[src/hw/rtl/sds_pkg.sv]
`default_nettype none
// ----------------------------------------------------------------------------
// sds_pkg
// Shared types, codes and lookup tables for the segment display shadow RAM.
// ----------------------------------------------------------------------------
package sds_pkg;

	localparam int NumRamBytes = 10;
	localparam int NumChars    = 66;
	localparam int NumSegCodes = NumChars + 1;
	localparam int MaxLamp     = 27;
	localparam int NumLamps    = MaxLamp + 1;

	localparam int CharIdxW = $clog2(NumSegCodes);
	localparam int LampIdxW = $clog2(NumLamps);
	localparam int ByteIdxW = $clog2(NumRamBytes);

	// item modes
	localparam logic [1:0] MODE_CHAR  = 2'd0;
	localparam logic [1:0] MODE_LAMP  = 2'd1;
	localparam logic [1:0] MODE_CLEAR = 2'd2;
	localparam logic [1:0] MODE_READ  = 2'd3;

	// result status codes
	localparam logic [1:0] STATUS_OK      = 2'd0;
	localparam logic [1:0] STATUS_BAD_POS = 2'd1;
	localparam logic [1:0] STATUS_BAD_ID  = 2'd2;

	// digit position that is split over two RAM bytes
	localparam logic [3:0] SplitPos = 4'd2;

	typedef logic [7:0] byte_t;
	typedef byte_t [NumRamBytes-1:0] ram_t;

	typedef struct packed {
		logic [1:0] mode;
		logic [7:0] char_code;
		logic [3:0] position;
		logic [4:0] indicator_id;
		logic       indicator_on;
	} item_t;

	// segment patterns by character-set position; last entry is blank
	localparam byte_t SegRom [NumSegCodes] = '{
		8'h00, 8'h10, 8'hEE, 8'h48, 8'hD6, 8'hDA, 8'h78, 8'hBA,
		8'hBE, 8'hC8, 8'hFE, 8'hFA, 8'hFC, 8'hFE, 8'hA6, 8'hEE,
		8'hB6, 8'hB4, 8'hBE, 8'h7C, 8'h48, 8'h4A, 8'h7C, 8'h26,
		8'hEC, 8'hEC, 8'hEE, 8'hF4, 8'hEE, 8'hFC, 8'hBA, 8'hC8,
		8'h6E, 8'h6E, 8'h6E, 8'h6C, 8'h78, 8'h82, 8'h02, 8'h1E,
		8'h3E, 8'h16, 8'h5E, 8'hF6, 8'hB4, 8'hFA, 8'h3C, 8'h08,
		8'h0A, 8'h2C, 8'h26, 8'h1C, 8'h1C, 8'h1E, 8'hF4, 8'hF8,
		8'h14, 8'hBA, 8'h36, 8'h0E, 8'h0E, 8'h0E, 8'h0C, 8'h78,
		8'h12, 8'h10, 8'h00
	};

	// indicator map: high nibble is the RAM byte, low three bits the bit number
	localparam byte_t LampRom [NumLamps] = '{
		8'h17, 8'h16, 8'h37, 8'h27, 8'h57, 8'h47, 8'h77, 8'h76,
		8'h75, 8'h74, 8'h73, 8'h72, 8'h71, 8'h70, 8'h97, 8'h96,
		8'h95, 8'h94, 8'h93, 8'h92, 8'h91, 8'h90, 8'h87, 8'h86,
		8'h85, 8'h84, 8'h83, 8'h82
	};

	// position in the character set; blank entry when the code is not in it
	function automatic logic [CharIdxW-1:0] char_index(input logic [7:0] c);
		logic [CharIdxW-1:0] idx;
		idx = CharIdxW'(NumChars);
		if (c == 8'h20) begin
			idx = CharIdxW'(0);
		end else if (c == 8'h2D) begin
			idx = CharIdxW'(1);
		end else if (c >= 8'h30 && c <= 8'h39) begin
			idx = CharIdxW'(c - 8'h30) + CharIdxW'(2);
		end else if (c >= 8'h41 && c <= 8'h5A) begin
			idx = CharIdxW'(c - 8'h41) + CharIdxW'(12);
		end else if (c == 8'h5F) begin
			idx = CharIdxW'(38);
		end else if (c >= 8'h61 && c <= 8'h7A) begin
			idx = CharIdxW'(c - 8'h61) + CharIdxW'(39);
		end
		return idx;
	endfunction

endpackage
`default_nettype wire

[src/hw/rtl/segment_display_shadow_ram.sv]
`default_nettype none
// ----------------------------------------------------------------------------
// segment_display_shadow_ram
// Front-panel display RAM: character, indicator, clear and read requests.
// ----------------------------------------------------------------------------
//  channel  handshake              payload
//  in       in_valid / in_ready    mode, char_code, position, indicator_id,
//                                  indicator_on
//  out      out_valid / out_ready  status, indicator_state, ram_byte_0..9
//
//  Each item is held in the input stage, then its result lands in the
//  output register; one item per clock while no result is held.
//  The RAM bytes update when an item leaves the input stage.
//  A held result stalls the input stage; in_ready drops only then.
//  Reset clears the RAM and both valid flags.
// ----------------------------------------------------------------------------
module segment_display_shadow_ram (
	input  wire logic       clk,
	input  wire logic       arst_n,
	input  wire logic       in_valid,
	output logic            in_ready,
	input  wire logic [1:0] mode,
	input  wire logic [7:0] char_code,
	input  wire logic [3:0] position,
	input  wire logic [4:0] indicator_id,
	input  wire logic       indicator_on,
	output logic            out_valid,
	input  wire logic       out_ready,
	output logic [1:0]      status,
	output logic            indicator_state,
	output logic [7:0]      ram_byte_0,
	output logic [7:0]      ram_byte_1,
	output logic [7:0]      ram_byte_2,
	output logic [7:0]      ram_byte_3,
	output logic [7:0]      ram_byte_4,
	output logic [7:0]      ram_byte_5,
	output logic [7:0]      ram_byte_6,
	output logic [7:0]      ram_byte_7,
	output logic [7:0]      ram_byte_8,
	output logic [7:0]      ram_byte_9
);
	import sds_pkg::*;

	item_t      item_s1;
	logic       valid_s1;
	logic       advance;
	logic [7:0] seg;
	ram_t       ram_nxt;
	logic [1:0] status_c;
	logic       ind_c;

	logic       out_valid_q;
	logic [1:0] status_q;
	logic       ind_q;
	ram_t       ram_out_q;

	assign advance  = valid_s1 && (!out_valid_q || out_ready);
	assign in_ready = !valid_s1 || advance;

	always_ff @(posedge clk or negedge arst_n) begin
		if (!arst_n) begin
			valid_s1 <= 1'b0;
		end else if (in_ready) begin
			valid_s1 <= in_valid;
		end
	end

	always_ff @(posedge clk) begin
		if (in_valid && in_ready) begin
			item_s1 <= '{mode: mode, char_code: char_code, position: position,
				indicator_id: indicator_id, indicator_on: indicator_on};
		end
	end

	sds_char_enc u_char_enc (
		.char_code (item_s1.char_code),
		.seg       (seg)
	);

	sds_disp_ram u_disp_ram (
		.clk       (clk),
		.arst_n    (arst_n),
		.upd_en    (advance),
		.item      (item_s1),
		.seg       (seg),
		.ram_nxt   (ram_nxt),
		.status    (status_c),
		.ind_state (ind_c)
	);

	always_ff @(posedge clk or negedge arst_n) begin
		if (!arst_n) begin
			out_valid_q <= 1'b0;
		end else if (advance) begin
			out_valid_q <= 1'b1;
		end else if (out_ready) begin
			out_valid_q <= 1'b0;
		end
	end

	always_ff @(posedge clk) begin
		if (advance) begin
			status_q  <= status_c;
			ind_q     <= ind_c;
			ram_out_q <= ram_nxt;
		end
	end

	assign out_valid       = out_valid_q;
	assign status          = status_q;
	assign indicator_state = ind_q;
	assign ram_byte_0      = ram_out_q[0];
	assign ram_byte_1      = ram_out_q[1];
	assign ram_byte_2      = ram_out_q[2];
	assign ram_byte_3      = ram_out_q[3];
	assign ram_byte_4      = ram_out_q[4];
	assign ram_byte_5      = ram_out_q[5];
	assign ram_byte_6      = ram_out_q[6];
	assign ram_byte_7      = ram_out_q[7];
	assign ram_byte_8      = ram_out_q[8];
	assign ram_byte_9      = ram_out_q[9];

	a_clear_zeroes: assert property (@(posedge clk) disable iff (!arst_n)
		advance && item_s1.mode == MODE_CLEAR |=> ram_out_q == '0)
		else $error("clear item did not give an all-zero display");

	a_bad_id_dark: assert property (@(posedge clk) disable iff (!arst_n)
		out_valid_q && status_q == STATUS_BAD_ID |-> !ind_q)
		else $error("invalid indicator id reported as lit");

	a_stall_cause: assert property (@(posedge clk) disable iff (!arst_n)
		!in_ready |-> valid_s1 && out_valid_q && !out_ready)
		else $error("input stalled without a held result");

	a_status_code: assert property (@(posedge clk) disable iff (!arst_n)
		out_valid_q |-> status_q == STATUS_OK || status_q == STATUS_BAD_POS
			|| status_q == STATUS_BAD_ID)
		else $error("status code out of range");

endmodule
`default_nettype wire

[src/hw/rtl/sds_char_enc.sv]
`default_nettype none
// ----------------------------------------------------------------------------
// sds_char_enc
// Character code to seven-segment pattern, through the character set and ROM.
// ----------------------------------------------------------------------------
module sds_char_enc (
	input  wire logic [7:0] char_code,
	output logic      [7:0] seg
);
	import sds_pkg::*;

	logic [CharIdxW-1:0] idx;

	always_comb begin
		idx = char_index(char_code);
		seg = SegRom[idx];
	end

endmodule
`default_nettype wire

[src/hw/rtl/sds_disp_ram.sv]
`default_nettype none
// ----------------------------------------------------------------------------
// sds_disp_ram
// Ten display RAM bytes with the per-item read-modify-write and indicator read.
// ----------------------------------------------------------------------------
module sds_disp_ram (
	input  wire logic           clk,
	input  wire logic           arst_n,
	input  wire logic           upd_en,
	input  wire sds_pkg::item_t item,
	input  wire logic [7:0]     seg,
	output sds_pkg::ram_t       ram_nxt,
	output logic [1:0]          status,
	output logic                ind_state
);
	import sds_pkg::*;

	ram_t                ram_q;
	logic                pos_ok;
	logic                id_ok;
	logic [LampIdxW-1:0] lamp_idx;
	byte_t               lamp_ent;
	logic [3:0]          lamp_byte;
	logic [2:0]          lamp_bit;
	logic [3:0]          digit_byte;

	always_comb begin
		pos_ok     = (item.position >= 4'd1) && (item.position <= 4'd7);
		id_ok      = item.indicator_id <= 5'(MaxLamp);
		lamp_idx   = id_ok ? LampIdxW'(item.indicator_id) : '0;
		lamp_ent   = LampRom[lamp_idx];
		lamp_byte  = lamp_ent[7:4];
		lamp_bit   = lamp_ent[2:0];
		digit_byte = item.position - 4'd1;
	end

	always_comb begin
		for (int i = 0; i < NumRamBytes; i++) begin
			ram_nxt[i] = ram_q[i];
			unique case (item.mode)
				MODE_CHAR: begin
					if (pos_ok) begin
						if (item.position == SplitPos) begin
							if (i == 1) ram_nxt[i] = {ram_q[i][7:6], seg[7:2]};
							if (i == 0) ram_nxt[i] = {seg[1], ram_q[i][6:0]};
						end else if (digit_byte == 4'(i)) begin
							ram_nxt[i] = {ram_q[i][7], seg[7:1]};
						end
					end
				end
				MODE_LAMP: begin
					if (id_ok && lamp_byte == 4'(i)) begin
						ram_nxt[i][lamp_bit] = item.indicator_on;
					end
				end
				MODE_CLEAR: begin
					ram_nxt[i] = '0;
				end
				MODE_READ: begin
				end
				default: begin
				end
			endcase
		end
	end

	always_comb begin
		unique case (item.mode)
			MODE_CHAR:  status = pos_ok ? STATUS_OK : STATUS_BAD_POS;
			MODE_LAMP:  status = id_ok ? STATUS_OK : STATUS_BAD_ID;
			MODE_CLEAR: status = STATUS_OK;
			MODE_READ:  status = id_ok ? STATUS_OK : STATUS_BAD_ID;
			default:    status = STATUS_OK;
		endcase
		// indicator as it stands after this item
		ind_state = id_ok & ram_nxt[lamp_byte[ByteIdxW-1:0]][lamp_bit];
	end

	always_ff @(posedge clk or negedge arst_n) begin
		if (!arst_n) begin
			ram_q <= '0;
		end else if (upd_en) begin
			ram_q <= ram_nxt;
		end
	end

endmodule
`default_nettype wire
[config.mk]
export PLATFORM = sky130hd
export DESIGN_NAME = segment_display_shadow_ram
export DESIGN_NICKNAME = d
export VERILOG_FILES = /design/src/hw/rtl/sds_pkg.sv /design/src/hw/rtl/segment_display_shadow_ram.sv /design/src/hw/rtl/sds_char_enc.sv /design/src/hw/rtl/sds_disp_ram.sv
export SDC_FILE = /design/constraint.sdc
export NUM_CORES = 1
export LEC_CHECK = 0
export ABC_AREA = 1
export BUFFER_PORTS_ARGS = -buffer_cell sky130_fd_sc_hd__buf_2
export CAP_MARGIN = 20
export CORE_MARGIN = 2
export CORE_UTILIZATION = 60
export DETAILED_ROUTE_END_ITERATION = 8
export PLACE_DENSITY_LB_ADDON = 0.2
export SYNTH_ARGS = -nofsm -noshare
export SYNTH_HDL_FRONTEND = slang
export SYNTH_SLANG_ARGS = --single-unit
export TNS_END_PERCENT = 20
[constraint.sdc]
create_clock -name clk -period 4.85 [get_ports clk]
set_input_delay 0.2425 -clock clk [delete_from_list [all_inputs] [get_ports clk]]
set_output_delay 0.2425 -clock clk [all_outputs]
set_load 0.005 [all_outputs]
==> results.py <==
metrics = {
    "timing": {
        "rsz0062_at_grt": "false",
        "period_share_pct": 91.6,
        "skew_ns": 0.00971,
        "hold_ws_ns": 0.0658,
        "slew_headroom_pct": 28.8,
        "worstMarginPinSlew_ns": 1.07,
        "fin_crit_ns": 4.44,
        "hold_violations": 0,
        "setup_slack_ns": 0.407,
        "fin_setup_tns_ns": 0,
        "drv_slew": 0,
        "timing.fmax_mhz": 225,
        "setup_viol": 0,
    },
    "worst_setup_path": {
        "slowest_delay_ns": 0.52,
        "worstSetupEndpointType": "register",
        "cp.arrival_ns": 4.64,
        "crit_required_ns": 5.05,
        "path_class": "register to register",
        "path_max_fanout": 20,
        "path_common_cell": "nand2_1",
        "start_kind": "register",
        "cpMaxStageDelayCell": "edfxtp_1",
    },
    "synth": {
        "synthArstFlopShare_pct": 44.3,
        "synth_seq_area_share_pct": 45.1,
        "syn_nets": 1617,
        "synth-edff-count": 103,
        "yosys.area.top_type": "edfxtp_1",
        "synth_area_sq_um": 11400,
        "syn_inst": 1575,
        "synth_top_flop_cell": "edfxtp_1",
        "yosysMostFrequentCell": "nand2_1",
        "synthTopCellsByArea": "edfxtp_1, dfrtp_1, nand2_1",
        "synthDistinctLibCells": 40,
        "yosysTopAreaCellShare_pct": 27.1,
        "yosysWarnings": 0,
        "avgSynthCellArea_sq_um": 7.24,
        "synth_commonest_cells": "nand2_1, inv_1, o21ai_0",
        "yosys_register_bits": 185,
    },
    "power": {
        "power_frac_clock_pct": 27.8,
        "power_switching_mw": 1.91,
        "vdd_drop_max_uv": 290,
        "p_leak_nw": 6.19,
        "p_comb_share_pct": 30.0,
        "p_sw_share_pct": 36.3,
        "pwr-share-seq_pct": 42.2,
        "powerDensity_nw_per_um2": 405,
        "p_int_mw": 3.35,
    },
    "routing": {
        "wire_per_inst_um": 17.7,
        "ant_nets": 0,
        "drtIter0Drc": 1522,
        "drc_errors": 0,
        "routed-via-count": 11200,
        "wl_um": 34100,
        "vias_per_cell": 5.81,
        "dr.pass1.iters": 6,
    },
    "place": {
        "dp.cells": 1876,
        "place_hpwl_um": 23100,
        "post-place-ws_ns": 0.130,
        "gp_congestion": 0.978,
        "io_buffer_count": 108,
        "placed_area_sq_um": 12100,
    },
    "cts": {
        "clk_latency_ns": 0.44,
        "cts_tree": "yes",
        "cts_buffers": 17,
        "cts_buffer_depth": 2,
        "cts_sinks": 185,
        "cts.htree.levels": 4,
        "clk_pin_slew_ns": 0.07,
        "clockRootBuffer": "clkbuf_16",
    },
    "die": {
        "die_area_sq_um": 20100,
        "die_w_um": 142,
        "io_pins": 109,
        "start_util_pct": 61.1,
        "fp-row-count": 50,
        "die_h_um": 142,
        "core_area_sq_um": 18600,
    },
    "finish": {
        "fillCellCount": 1536,
        "syn_to_final_growth_pct": 14.1,
        "layoutNonFillerInstCount": 1932,
        "final_cell_area_sq_um": 13000,
        "drive_above_1_share_pct": 13.0,
        "final_nets": 1727,
        "antennaDiodeCount": 0,
    },
    "grt": {
        "grt_first_pass_wirelength_um": 53700,
        "grt-ovfl-total": 0,
        "grt_pass1_vias": 10200,
        "antenna_found_initial": 0,
        "grtUsageTotal_pct": 34.2,
        "grt_max_degree": 116,
    },
    "run": {
        "maxCapViolations": 0,
    },
    "run_status": {
        "status": "complete, no violations",
    },
    "hold_path": {
        "min_path_type": "input pin to register",
    },
}
worst paths after layout:
kind | startpoint | to | slack [ns] | cells after the start
worst min register to register | u_disp_ram.ram_q[11] | u_disp_ram.ram_q[11] | 0.49 | 2
worst min-delay path | in_valid | valid_s1 | 0.07 | 3
max in group asynchronous | arst_n | u_disp_ram.ram_q[68] | 3.40 | 3
min in group asynchronous | arst_n | u_disp_ram.ram_q[5] | 0.28 | 2
worst max-delay path | item_s1[11] | indicator_state | 0.41 | 29
worst max register to register | item_s1[11] | indicator_state | 0.41 | 29
critical path, delay by kind of cell, from the launching register on:
family                   cells  cell delay, ns
AND/OR/NAND/NOR             26            3.19
flip-flops                   1            0.52
buffers and inverters        2            0.25
adder cells (fa/ha/maj)      1            0.22
cells by family (layout without fill, tap and decap cells):
group,after synthesis,after routing,synth area share (%)
compound gates,338,338,15.8
xor+xnor,5,5,0.384
fa+ha+maj,18,18,1.98
buf+inv,285,408,9.66
flops,185,185,45.1
simple gates,744,744,27.0
power by group through the flow:
stage	logic (mW)	clock network, mW	registers (mW)
after floorplan	1.01	0	2.23
after global placement	1.48	0	2.23
after detailed placement	1.51	0	2.24
after CTS	1.54	1.46	2.21
after global routing	1.76	1.52	2.25
final	1.58	1.46	2.22
timing repair:
action / 4_1_cts / 5_1_grt
hold buffers: 21 / 0
setup buffers: 0 / 3
setup endpoints to repair: 0 / 1
endpoints found under the hold margin: 47 / 0
gates resized for setup: 0 / 5
through the flow:
stage / util (%) / power [mW]
floorplan: - / 3.23
global placement: 65.1 / 3.72
detailed placement: 65.1 / 3.75
CTS: 69.5 / 5.21
global route: 69.7 / 5.53
finish: 69.7 / 5.26
metal layers:
layer / track usage [%] / wire [um] / up-vias
li1: - / - / 5304
met1: 46.6 / 13800 / 5157
met2: 54.6 / 15900 / 683
met3: 6.55 / 3390 / 84
met4: 12.9 / 1140 / 0
met5: 0 / 0 / -
area by class of cell:
type	instances	area (sq um)	share of cell area, %
inverter	224	847	6.52
multi-input combinational	1105	5170	39.8
clock inverter	13	166	1.28
timing repair buffer	152	938	7.22
clock buffer	19	433	3.33
tap	234	293	2.25
sequential	185	5140	39.6
layout by cell type, fill, tap and decap left out, types with 4 or more instances in the layout:
master and instances:
nand2_2 8, buf_2 107, o21ai_1 34, inv_2 21
clkbuf_16 17, o22ai_1 6, nor2_4 5, dfrtp_1 82
nand3_2 4, nor3_1 16, xor2_1 4, nor2_2 7
o21ai_0 170, ha_1 18, edfxtp_1 103, buf_4 23
nand2_1 524, a31oi_1 7, a21oi_1 95, or2_1 7
dlygate4sd3_1 21, inv_1 201, nand4_1 11, nor2_1 91
o211ai_1 11, nand3_1 65
state kept, by name (all words and copies together) (netlist names):
register	count
out_valid	1
ram_byte_0	8
ram_byte_8	8
ram_byte_2	8
indicator_state	1
status	2
ram_byte_4	8
ram_byte_7	8
item_s1	20
ram_byte_6	8
ram_byte_1	8
u_disp_ram.ram_q	80
ram_byte_3	8
ram_byte_5	8
ram_byte_9	8
valid_s1	1
Note: power is estimated with default switching activity, not from simulation.
